[src/hdl/depth_minmax_gray_remap_defines.svh]
// ----------------------------------------------------------------------------
// Depth min/max gray remap assertion macros
// Shared helpers for the concurrent checks in the top level.
// ----------------------------------------------------------------------------
`ifndef DEPTH_MINMAX_GRAY_REMAP_DEFINES_SVH
`define DEPTH_MINMAX_GRAY_REMAP_DEFINES_SVH

// Consequent must hold in the same cycle as the antecedent.
`define DMG_ASSERT_NOW(label, ante, cons, msg) \
	label: assert property (@(posedge clk) disable iff (!arst_n) (ante) |-> (cons)) \
		else $error(msg);

// Consequent must hold in the cycle after the antecedent.
`define DMG_ASSERT_NEXT(label, ante, cons, msg) \
	label: assert property (@(posedge clk) disable iff (!arst_n) (ante) |=> (cons)) \
		else $error(msg);

`endif

[src/hdl/dmg_pkg.sv]
// ----------------------------------------------------------------------------
// Depth min/max gray remap package
// Operation codes and fixed constants shared by the remap modules.
// ----------------------------------------------------------------------------
package dmg_pkg;

	// Request operation codes.
	typedef enum logic {
		OP_SCAN = 1'b0,
		OP_MAP  = 1'b1
	} op_t;

	// Brightest gray level, also the scale factor of the normalization.
	localparam logic [7:0] GRAY_TOP = 8'd255;

	// Gray level of an empty sample or a sample at or above the maximum.
	localparam logic [7:0] GRAY_ZERO = 8'd0;

	// Quotient bits produced by the divider, one per step.
	localparam int unsigned DIV_STEPS = 8;

endpackage

[src/hdl/dmg_queue.sv]
// ----------------------------------------------------------------------------
// Depth min/max gray remap job queue
// Small register FIFO that decouples the classifier from the divider.
// ----------------------------------------------------------------------------
module dmg_queue #(
	parameter int unsigned WIDTH = 41,
	parameter int unsigned DEPTH = 2
) (
	input  logic             clk,
	input  logic             arst_n,
	input  logic             push_valid,
	output logic             push_ready,
	input  logic [WIDTH-1:0] push_data,
	output logic             pop_valid,
	input  logic             pop_ready,
	output logic [WIDTH-1:0] pop_data
);

	localparam int unsigned PTR_W = (DEPTH > 1) ? $clog2(DEPTH) : 1;
	localparam int unsigned CNT_W = $clog2(DEPTH + 1);
	localparam logic [PTR_W-1:0] LAST = PTR_W'(DEPTH - 1);

	logic [WIDTH-1:0] entry_q [DEPTH];
	logic [PTR_W-1:0] wr_ptr_q;
	logic [PTR_W-1:0] rd_ptr_q;
	logic [CNT_W-1:0] count_q;
	logic             do_push;
	logic             do_pop;

	assign push_ready = (count_q != CNT_W'(DEPTH));
	assign pop_valid  = (count_q != '0);
	assign pop_data   = entry_q[rd_ptr_q];
	assign do_push    = push_valid && push_ready;
	assign do_pop     = pop_valid && pop_ready;

	always_ff @(posedge clk or negedge arst_n) begin
		if (!arst_n) begin
			wr_ptr_q <= '0;
			rd_ptr_q <= '0;
			count_q  <= '0;
		end else begin
			if (do_push) begin
				wr_ptr_q <= (wr_ptr_q == LAST) ? '0 : wr_ptr_q + 1'b1;
			end
			if (do_pop) begin
				rd_ptr_q <= (rd_ptr_q == LAST) ? '0 : rd_ptr_q + 1'b1;
			end
			if (do_push && !do_pop) begin
				count_q <= count_q + 1'b1;
			end else if (do_pop && !do_push) begin
				count_q <= count_q - 1'b1;
			end
		end
	end

	always_ff @(posedge clk) begin
		if (do_push) begin
			entry_q[wr_ptr_q] <= push_data;
		end
	end

endmodule

[src/hdl/dmg_front.sv]
// ----------------------------------------------------------------------------
// Depth min/max gray remap front end
// Tracks the depth range on scan requests and classifies map requests.
// ----------------------------------------------------------------------------
module dmg_front #(
	parameter int unsigned DEPTH_BITS = 16
) (
	input  logic                  clk,
	input  logic                  arst_n,
	input  logic                  item_valid,
	output logic                  item_ready,
	input  logic                  operation,
	input  logic                  first,
	input  logic [DEPTH_BITS-1:0] depth,
	output logic                  job_valid,
	input  logic                  job_ready,
	output logic                  job_direct,
	output logic [7:0]            job_value,
	output logic [DEPTH_BITS-1:0] job_diff,
	output logic [DEPTH_BITS-1:0] job_span
);

	logic [DEPTH_BITS-1:0] low_seen_q;
	logic [DEPTH_BITS-1:0] high_seen_q;
	logic [DEPTH_BITS-1:0] low_base;
	logic [DEPTH_BITS-1:0] high_base;
	logic                  is_map;
	logic                  scan_take;

	assign is_map     = (operation == dmg_pkg::OP_MAP);
	assign item_ready = job_ready;
	assign job_valid  = item_valid && is_map;
	assign scan_take  = item_valid && item_ready && !is_map;

	// A restart takes effect before the sample of the same request.
	assign low_base  = first ? '1 : low_seen_q;
	assign high_base = first ? '0 : high_seen_q;

	always_ff @(posedge clk or negedge arst_n) begin
		if (!arst_n) begin
			low_seen_q  <= '1;
			high_seen_q <= '0;
		end else if (scan_take) begin
			low_seen_q  <= ((depth != '0) && (depth < low_base)) ? depth : low_base;
			high_seen_q <= ((depth != '0) && (depth > high_base)) ? depth : high_base;
		end
	end

	always_comb begin
		job_direct = 1'b1;
		job_value  = dmg_pkg::GRAY_ZERO;
		job_diff   = depth - low_seen_q;
		job_span   = high_seen_q - low_seen_q;
		priority if (depth == '0) begin
			job_value = dmg_pkg::GRAY_ZERO;
		end else if (high_seen_q <= low_seen_q) begin
			job_value = dmg_pkg::GRAY_TOP;
		end else if (depth <= low_seen_q) begin
			job_value = dmg_pkg::GRAY_TOP;
		end else if (depth >= high_seen_q) begin
			job_value = dmg_pkg::GRAY_ZERO;
		end else begin
			job_direct = 1'b0;
		end
	end

endmodule

[src/hdl/dmg_back.sv]
// ----------------------------------------------------------------------------
// Depth min/max gray remap back end
// Restoring divider for the scaled offset and the result register.
// ----------------------------------------------------------------------------
module dmg_back #(
	parameter int unsigned DEPTH_BITS = 16
) (
	input  logic                  clk,
	input  logic                  arst_n,
	input  logic                  job_valid,
	output logic                  job_ready,
	input  logic                  job_direct,
	input  logic [7:0]            job_value,
	input  logic [DEPTH_BITS-1:0] job_diff,
	input  logic [DEPTH_BITS-1:0] job_span,
	output logic                  result_valid,
	input  logic                  result_ready,
	output logic [7:0]            gray
);

	localparam int unsigned CNT_W = $clog2(dmg_pkg::DIV_STEPS);
	localparam logic [CNT_W-1:0] CNT_LAST = CNT_W'(dmg_pkg::DIV_STEPS - 1);

	typedef enum logic [2:0] {
		BE_IDLE = 3'b001,
		BE_DIV  = 3'b010,
		BE_DONE = 3'b100
	} be_state_t;

	be_state_t               state_q;
	logic [CNT_W-1:0]        cnt_q;
	logic                    result_valid_q;
	logic [7:0]              gray_q;
	logic                    direct_q;
	logic [7:0]              value_q;
	logic [DEPTH_BITS-1:0]   span_q;
	logic [DEPTH_BITS-1:0]   rem_q;
	logic [7:0]              low8_q;
	logic [7:0]              quo_q;
	logic [DEPTH_BITS+7:0]   scaled;
	logic [DEPTH_BITS:0]     trial;
	logic [DEPTH_BITS:0]     trial_sub;
	logic                    trial_fits;
	logic [7:0]              quo_ceil;
	logic                    take_job;
	logic                    out_free;

	assign job_ready    = (state_q == BE_IDLE);
	assign take_job     = job_valid && job_ready;
	assign out_free     = !result_valid_q || result_ready;
	assign result_valid = result_valid_q;
	assign gray         = gray_q;

	// Offset times 255 as a shift and subtract.
	assign scaled = {job_diff, 8'b0} - {8'b0, job_diff};

	// One restoring step: bring down the next numerator bit and try the span.
	assign trial      = {rem_q, low8_q[7]};
	assign trial_sub  = trial - {1'b0, span_q};
	assign trial_fits = (trial >= {1'b0, span_q});

	// Round the quotient up when anything is left over.
	assign quo_ceil = quo_q + {7'b0, (rem_q != '0)};

	always_ff @(posedge clk or negedge arst_n) begin
		if (!arst_n) begin
			state_q        <= BE_IDLE;
			cnt_q          <= '0;
			result_valid_q <= 1'b0;
		end else begin
			// A new result may replace the one being taken in the same cycle.
			if ((state_q == BE_DONE) && out_free) begin
				result_valid_q <= 1'b1;
			end else if (result_ready) begin
				result_valid_q <= 1'b0;
			end
			unique case (state_q)
				BE_IDLE: begin
					if (take_job) begin
						cnt_q   <= '0;
						state_q <= job_direct ? BE_DONE : BE_DIV;
					end
				end
				BE_DIV: begin
					cnt_q <= cnt_q + 1'b1;
					if (cnt_q == CNT_LAST) begin
						state_q <= BE_DONE;
					end
				end
				BE_DONE: begin
					if (out_free) begin
						state_q <= BE_IDLE;
					end
				end
				default: begin
					state_q <= BE_IDLE;
				end
			endcase
		end
	end

	always_ff @(posedge clk) begin
		if (take_job) begin
			direct_q <= job_direct;
			value_q  <= job_value;
			span_q   <= job_span;
			rem_q    <= scaled[DEPTH_BITS+7:8];
			low8_q   <= scaled[7:0];
			quo_q    <= '0;
		end else if (state_q == BE_DIV) begin
			rem_q  <= trial_fits ? trial_sub[DEPTH_BITS-1:0] : trial[DEPTH_BITS-1:0];
			low8_q <= {low8_q[6:0], 1'b0};
			quo_q  <= {quo_q[6:0], trial_fits};
		end
		if ((state_q == BE_DONE) && out_free) begin
			gray_q <= direct_q ? value_q : dmg_pkg::GRAY_TOP - quo_ceil;
		end
	end

endmodule

[src/hdl/depth_minmax_gray_remap.sv]
// ----------------------------------------------------------------------------
// Depth min/max gray remap
// Two-pass depth to inverted gray conversion with range tracking and divider.
// ----------------------------------------------------------------------------
// Scan requests give no result and are taken every cycle while the job queue has room.
// A map request inside the tracked range holds the divider through setup, eight
// restoring steps and output; other map requests skip the restoring steps. The divider
// takes no new job until the current one has reached its output register.
// Reset (arst_n low) empties the queue, idles the divider, drops any pending result and
// sets the tracked range to minimum all ones and maximum zero.
// ----------------------------------------------------------------------------
`include "depth_minmax_gray_remap_defines.svh"

module depth_minmax_gray_remap #(
	parameter int unsigned DEPTH_BITS = 16
) (
	input  logic                  clk,
	input  logic                  arst_n,
	input  logic                  item_valid,
	output logic                  item_ready,
	input  logic                  operation,
	input  logic                  first,
	input  logic [DEPTH_BITS-1:0] depth,
	output logic                  result_valid,
	input  logic                  result_ready,
	output logic [7:0]            gray
);

	// A job is the direct flag, the direct gray value, the offset from the
	// minimum and the span of the tracked range.
	localparam int unsigned JOB_W = 1 + 8 + 2 * DEPTH_BITS;

	logic                  push_valid;
	logic                  push_ready;
	logic                  push_direct;
	logic [7:0]            push_value;
	logic [DEPTH_BITS-1:0] push_diff;
	logic [DEPTH_BITS-1:0] push_span;
	logic [JOB_W-1:0]      push_data;
	logic                  pop_valid;
	logic                  pop_ready;
	logic [JOB_W-1:0]      pop_data;
	logic                  map_accept;
	logic                  scan_accept;

	// The front end updates the range on scan requests and turns each map
	// request into a job. Every empty, degenerate or out-of-range sample is
	// resolved here, so the back end divides only when the sample lies
	// strictly inside the tracked range.
	dmg_front #(
		.DEPTH_BITS(DEPTH_BITS)
	) u_front (
		.clk       (clk),
		.arst_n    (arst_n),
		.item_valid(item_valid),
		.item_ready(item_ready),
		.operation (operation),
		.first     (first),
		.depth     (depth),
		.job_valid (push_valid),
		.job_ready (push_ready),
		.job_direct(push_direct),
		.job_value (push_value),
		.job_diff  (push_diff),
		.job_span  (push_span)
	);

	assign push_data = {push_direct, push_value, push_diff, push_span};

	// The queue carries a snapshot of the range with each job, so scans that
	// follow a map request never disturb its result.
	dmg_queue #(
		.WIDTH(JOB_W),
		.DEPTH(2)
	) u_queue (
		.clk       (clk),
		.arst_n    (arst_n),
		.push_valid(push_valid),
		.push_ready(push_ready),
		.push_data (push_data),
		.pop_valid (pop_valid),
		.pop_ready (pop_ready),
		.pop_data  (pop_data)
	);

	// The back end computes 255 - ceil(offset * 255 / span), or passes the direct
	// gray value, and holds the result in its output register until it is taken.
	dmg_back #(
		.DEPTH_BITS(DEPTH_BITS)
	) u_back (
		.clk         (clk),
		.arst_n      (arst_n),
		.job_valid   (pop_valid),
		.job_ready   (pop_ready),
		.job_direct  (pop_data[JOB_W-1]),
		.job_value   (pop_data[JOB_W-2 -: 8]),
		.job_diff    (pop_data[2*DEPTH_BITS-1 -: DEPTH_BITS]),
		.job_span    (pop_data[DEPTH_BITS-1:0]),
		.result_valid(result_valid),
		.result_ready(result_ready),
		.gray        (gray)
	);

	assign map_accept  = item_valid && item_ready && (operation == dmg_pkg::OP_MAP);
	assign scan_accept = item_valid && item_ready && (operation == dmg_pkg::OP_SCAN);

	// A job enters the queue exactly when a map request is accepted.
	`DMG_ASSERT_NOW(a_push_on_map, 1'b1, (push_valid && push_ready) == map_accept, "job push mismatch")

	// Scan requests never create a job.
	`DMG_ASSERT_NOW(a_scan_no_job, scan_accept, !push_valid, "scan request produced a job")

	// Once the back end takes a job it is busy in the following cycle.
	`DMG_ASSERT_NEXT(a_back_busy, pop_valid && pop_ready, !pop_ready, "back end idle after a job")

endmodule

[config.mk]
export PLATFORM = sky130hd
export DESIGN_NAME = depth_minmax_gray_remap
export DESIGN_NICKNAME = d
export VERILOG_FILES = /design/src/hdl/dmg_pkg.sv /design/src/hdl/dmg_queue.sv /design/src/hdl/dmg_front.sv /design/src/hdl/dmg_back.sv /design/src/hdl/depth_minmax_gray_remap.sv
export VERILOG_INCLUDE_DIRS = /design/src /design/src/hdl
export SDC_FILE = /design/constraint.sdc
export NUM_CORES = 1
export LEC_CHECK = 0
export BUFFER_PORTS_ARGS = -buffer_cell sky130_fd_sc_hd__buf_4
export CAP_MARGIN = 15
export CORE_ASPECT_RATIO = 0.75
export CORE_MARGIN = 3
export CORE_UTILIZATION = 57
export DETAILED_ROUTE_END_ITERATION = 6
export PLACE_DENSITY = 0.81
export SETUP_SLACK_MARGIN = 0.4
export SYNTH_ARGS = -nofsm -noshare
export SYNTH_HDL_FRONTEND = slang
export SYNTH_SLANG_ARGS = --single-unit
[constraint.sdc]
create_clock -name clk -period 3.5 [get_ports clk]
set_input_delay 0.7 -clock clk [delete_from_list [all_inputs] [get_ports clk]]
set_output_delay 0.7 -clock clk [all_outputs]
set_load 0.03 [all_outputs]
======== Yosys cells after proc, flatten, opt, wreduce, memory -nomap -nowiden ========
Memories as Yosys holds them, arrays and structs flattened.
Cells that the tools add are included.
word-level totals
  bits in writable memories ............... 82
  input bits .............................. 22
  flip-flop bits (word level) ............. 108
  memories ................................ 1
  output and inout port bits .............. 10
  word-level logic and storage cells ...... 98
memory list
  name             words  width  read ports  clocked after memory_dff  wr ports  line             RTL
  u_queue.entry_q  2      41     1           0                         1         dmg_queue.sv:23  logic [WIDTH-1:0] entry_q [DEPTH];
cells by class
  reductions and logical operators ........ 25
  add/subtract/negate cells ............... 11
  mux-type cells .......................... 32
  equal/unequal tests ..................... 8
  magnitude comparators ................... 6
operators with widths
  operator                                                          count
  16-bit 2-to-1 mux                                                 7
  8-bit 2-to-1 mux                                                  6
  16-bit subtractor                                                 3
  16-bit less-or-equal comparator                                   2
  16-bit nonzero test                                               2
  24-bit by 16-bit subtractor with 24-bit output                    1
  17-bit by 16-bit greater-or-equal comparator with 1-bit output    1
  16-bit greater-or-equal comparator                                1
  16-bit greater-than comparator                                    1
  16-bit logical NOT                                                1
  16-bit less-than comparator                                       1
  3-bit 2-to-1 mux                                                  5
  1-bit logical AND                                                 10
  1-bit 2-to-1 mux                                                  10
  2-bit nonzero test                                                5
  3-bit one-hot mux with 3 select lines                             1
  8-bit by 1-bit adder with 8-bit output                            1
  8-bit subtractor (first input constant)                           1
  3-bit equality test (second input constant)                       2
  3-bit one-hot mux with 2 select lines                             1
  1-bit logical NOT                                                 4
  2-bit 2-to-1 mux                                                  2
  2-bit by 1-bit != test with 1-bit output (second input constant)  2
  2-bit != test (second input constant)                             2
  other kinds (9)                                                   10

======== Depth between registers and ports, before layout ========
  depth in word-level cells ............... 6
  mapped depth ............................ 15
  mapped depth without buffers ............ 11

======== Hierarchy ========
Synthesis repeated with hierarchy kept, for this count alone.
second synthesis, totals
  cells, all modules ...................... 1169
  area, all modules ....................... 12433.2 sq um
modules (own cells, without submodules)
  module     times used  cells each  sequential area each (sq um)  area an instance (sq um)
  dmg_back   1           483         2048.2                        4662.0
  dmg_front  1           540         820.8                         4415.5
  dmg_queue  1           146         2562.5                        3355.7

======== Worst setup path after synthesis ========
OpenSTA, ideal clock, no wires.
  kind .................................... flip-flop to flip-flop
  from .................................... reg u_queue.rd_ptr_q
  to ...................................... reg u_back.rem_q[12], data pin
  path slack .............................. -80 ps
  arrival time ............................ 3320 ps
  period minus slack after synthesis ...... 3580 ps
  cell stages (with the launch flop) ...... 16
  required time ........................... 3239 ps
  setup time .............................. 261 ps
  path buffers ............................ 5
  cell sequence ........................... dfrtp_1 buf_2 buf_2 buf_2 buf_1 mux2i_1 inv_1 ha_1 clkbuf_1 a21oi_1 o31ai_4 a41o_1 o22ai_1 nand3_1 xnor2_1 mux2i_1
between the ends
  word-level cells in the longest chain between the ends .. 3
RTL lines
  element                                         line             RTL
  start, declared                                 dmg_queue.sv:25  logic [PTR_W-1:0] rd_ptr_q;
  start signal, assigned                          dmg_queue.sv:46  rd_ptr_q <= (rd_ptr_q == LAST) ? '0 : rd_ptr_q + 1'b1;
  memory read 2 x 41 bit                          n/a
  24-bit by 16-bit subtractor with 24-bit output  dmg_back.sv:55   assign scaled = {job_diff, 8'b0} - {8'b0, job_diff};
  16-bit 2-to-1 mux                               dmg_back.sv:103  if (take_job) begin
  end signal, assigned                            dmg_back.sv:107  rem_q <= scaled[DEPTH_BITS+7:8];
  end signal, assigned                            dmg_back.sv:111  rem_q <= trial_fits ? trial_sub[DEPTH_BITS-1:0] : trial[DEPTH_BITS-1:0];
  end, declared                                   dmg_back.sv:37   logic [DEPTH_BITS-1:0] rem_q;
Every way passes these cells.
A chain may end at the register's enable or synchronous reset.

======== Worst setup path in the final report ========
  from .................................... reg u_queue.rd_ptr_q
  to ...................................... reg u_back.rem_q[15], data pin
The elaborated chain is that of the path after synthesis.

==> results.sh <==
export IMPL_finalHoldViolations=0
export IMPL_grt_first_pass_wirelength_um=39850
export IMPL_power_static_leakage_nw=5.385
export IMPL_timing_final_crit_period_ns=3.038
export IMPL_ys_top_cells_by_area="edfxtp_1, ha_1, dfrtp_1"
export IMPL_ant_nets=0
export IMPL_timing_final_setup_violations=0
export IMPL_number_of_enable_type_register_cells_in_the_synthesized_netlist=118
export IMPL_power_share_sequential=0.293
export IMPL_psw_w=0.005880
export IMPL_post_route_period_util=0.8680
export IMPL_worstReg2RegStart="u_queue.rd_ptr_q"
export IMPL_critical_path_arrival_ns=3.22
export IMPL_power_density_mw_per_mm2=1117
export IMPL_timing_slew_headroom=0.5558
export IMPL_clock_network_latency_to_the_later_pin_of_the_worst_skew_pair_ns=0.43
export IMPL_criticalPathCategory="flip-flop to flip-flop"
export IMPL_route_final_wire_length_um=24620
export IMPL_rrSetupSlack_ns=0.46
export IMPL_coreArea_sq_mm=0.01878
export IMPL_placement_setup_worst_slack_ns=0.2780
export IMPL_holdCritPathClass="input port to asynchronous set/reset pin"
export IMPL_power_switching_fraction=0.4246
export IMPL_post_route_worst_setup_slack_ns=0.4619
export IMPL_worst_path_most_repeated_cell="a22o_1"
export IMPL_number_of_cells_on_the_worst_reg_to_reg_path=11
export IMPL_synth_cell_area_sq_mm=0.01110
export IMPL_area_delta_synth_final_pct=11.66
export IMPL_route_vias_total=8091
export IMPL_grt_ovfl_total=0
export IMPL_firstDrtPassIters=5
export IMPL_max_clock_path_buffers=2
export IMPL_synthTopCellsByCount="edfxtp_1, ha_1, nand2_1"
export IMPL_clkPwrFrac=0.135
export IMPL_hold_ws_ns=0.2593
export IMPL_max_stage_delay_ns=0.37
export IMPL_wl_per_cell_um=17.91
export IMPL_max_cap_violations=0
export IMPL_grt_util_all_layers=0.2334
export IMPL_pwr_share_comb=0.572
export IMPL_worst_path_max_delay_cell="dfrtp_2"
export IMPL_dp_hpwl_um=18340
export IMPL_vdd_ir_drop_max_mv=0.5845
export IMPL_number_of_global_route_vias_before_repair=7815
export IMPL_netlist_top_cell_by_area="edfxtp_1"
export IMPL_synth_top_area_share=0.3192
export IMPL_final_setup_skew_ns=0.01321
export IMPL_h_tree_depth=4
export IMPL_r2r_end="u_back.rem_q[15]"
export IMPL_cts_num_sinks=169
export IMPL_postSynth_asyncResetShare=0.2544
export IMPL_gp_congestion=0.9229
export IMPL_tightestPinTransition_ns=0.6662
export IMPL_slew_viol_final=0
export IMPL_critical_path_start_type="flip-flop"
export IMPL_timing_critical_path_fanout_max=5
export IMPL_cts_made_buffers=17
export IMPL_synth_avg_cell_area_sq_um=10.43
export IMPL_worstSetupEndpointType="flip-flop"
export IMPL_finish_net_count=1248
export IMPL_seq_area_frac_synth=0.4324
export IMPL_timing_fmax_ghz=0.3292
export IMPL_remaining_drc_errors=0
export IMPL_die_area_sq_mm=0.02121
export IMPL_die_height_um=126.9
export IMPL_vias_per_cell=5.889
export IMPL_cts_hold_buffers=0
export IMPL_tritoncts="done"
export IMPL_outcome="finished clean"
export IMPL_clock_root_buffer="clkbuf_16"
export IMPL_fillCellCount=1379
export IMPL_worstPathRequired_ns=3.68
export IMPL_ys_ff_latch=169
export IMPL_ioPinCount=32
export IMPL_synth_distinct_cells=71
export IMPL_place_port_buffers=31
export IMPL_die_width_um=167.2
export IMPL_cp_cell_sequence="buf_4, mux2i_4, inv_1, ha_4, and3_1, a31o_2, a22o_1, nor4_4, o211ai_1, xor2_1, a22o_1"
export IMPL_core_rowCount=43
export IMPL_drt_iter0_markers=617
export IMPL_netlist_instances=1064
export IMPL_antennaDiodeCount=0
export IMPL_antenna_found_initial=0
export IMPL_fin_tns_setup_ns=0
export IMPL_grt_start_max_net_pins=44
export IMPL_yosys_warnings=0
export IMPL_yosys_most_used_dff="edfxtp_1"
export IMPL_post_synth_top_count_cell="edfxtp_1"
export IMPL_initial_standard_cell_utilization_of_the_core=0.5913
export IMPL_path_clk_slew_ns=0.07
export IMPL_synth_net_count=1198
export IMPL_rsz0062_at_grt="true"
export IMPL_drive_above_1_share=0.1615
export IMPL_power_internal_w=0.007966
timing repair:
action,4_1_cts,5_1_grt
pin swaps,0,3
endpoints found under the setup margin,3,13
cloned,0,0
resized for setup,2,20
setup buffers,7,0
stage by stage:
step | total power (W) | utilization | instances | instance area [sq um]
2_1_floorplan | 0.009859 | - | 1064 | 11130
6_report | 0.01385 | 0.6602 | 1374 | 12400
3_5_place_dp | 0.01165 | 0.6201 | 1334 | 11640
3_3_place_gp | 0.01139 | 0.6201 | 1334 | 11640
4_1_cts | 0.01365 | 0.6541 | 1373 | 12280
5_1_grt | 0.01487 | 0.6602 | 1374 | 12400
kinds of logic after synthesis:
family                     after synthesis  share of synthesized area
AOI/OAI and AO/OA                      206                     0.1226
xor gates and xnor gates                66                    0.05207
adders and majority gates              112                     0.1283
buffers and inverters                  111                    0.04181
DFF                                    169                     0.4324
muxes                                   91                    0.08757
and+or+nand+nor                        309                     0.1352
critical path, delay by kind of cell, from the launching register on:
kind	cells	cell delay [ns]
flip-flops	1	0.37
multiplexers	1	0.29
buffers and inverters	2	0.27
AND/OR/NAND/NOR	2	0.50
XOR/XNOR	1	0.17
adder cells (fa/ha/maj)	1	0.28
AO/OA/AOI/OAI	4	0.91
state kept, by name, indices dropped and copies added, names as in the netlist, 2 cells and up:
signal and cells:
u_back.rem_q 16, u_front.low_seen_q 16, u_back.quo_q 8, u_back.low8_q 8, u_back.cnt_q 3, u_back.gray 8, u_queue.entry_q 68, u_back.state_q 3
u_back.span_q 16, u_queue.count_q 2, u_front.high_seen_q 16
worst max path at each step:
stage	cells past startpoint	from	end	slack, ns
after detailed placement	10	u_queue.rd_ptr_q	u_back.rem_q[10]	0.28
after global routing	11	u_queue.rd_ptr_q	u_back.rem_q[15]	0.34
after global placement	10	u_queue.rd_ptr_q	u_back.rem_q[10]	0.39
final	11	u_queue.rd_ptr_q	u_back.rem_q[15]	0.46
after CTS	12	u_queue.rd_ptr_q	u_back.rem_q[10]	0.41
after floorplan	13	first	u_front.low_seen_q[10]	0.40
power by group through the flow:
stage	sequential, W	combinational [W]	clock (W)
floorplan	0.00393	0.00593	0
global placement	0.00407	0.00731	0
detailed placement	0.00410	0.00755	0
CTS	0.00404	0.00771	0.00190
global route	0.00413	0.00877	0.00197
finish	0.00406	0.00792	0.00187
metal layers:
metal  vias up  global-route usage  routed length [um]
li1       3936                   -                   -
met1      3884              0.3424               11730
met2       236              0.3682               11140
met3        35             0.03489                1388
met4         0             0.05820                 363
met5         -                   0                   0
cell usage in the layout (no fill, tap or decap), drive strengths merged, types with 4 or more instances in the layout:
master,n
edfxtp,118
ha,109
nand2,105
inv,91
nor2,70
o21ai,61
buf,57
a21oi,56
mux2i,52
xnor2,50
mux2,39
nand2b,32
a21o,28
dfrtp,26
nand3,17
clkbuf,17
dfstp,17
xor2,16
nor3,14
nand4,14
nor2b,12
nor4,12
dfxtp,8
or3,8
and3,8
o21a,7
clkinv,7
and4,6
o211ai,6
o31ai,6
a211oi,6
a31oi,4
and2,4
a21boi,4
o22ai,4
a311oi,4
cell type report:
type                    count  area [sq um]  share of cell area
well taps                 247         309.0             0.02493
clock buffers              17         425.4             0.03432
repair buffers             57         425.4             0.03432
clock inverters            15         158.9             0.01282
flip-flops and latches    169          4802              0.3874
multi-input cells         784          5957              0.4805
inverters                  85         319.1             0.02574
(Power assumes the default switching activity.)
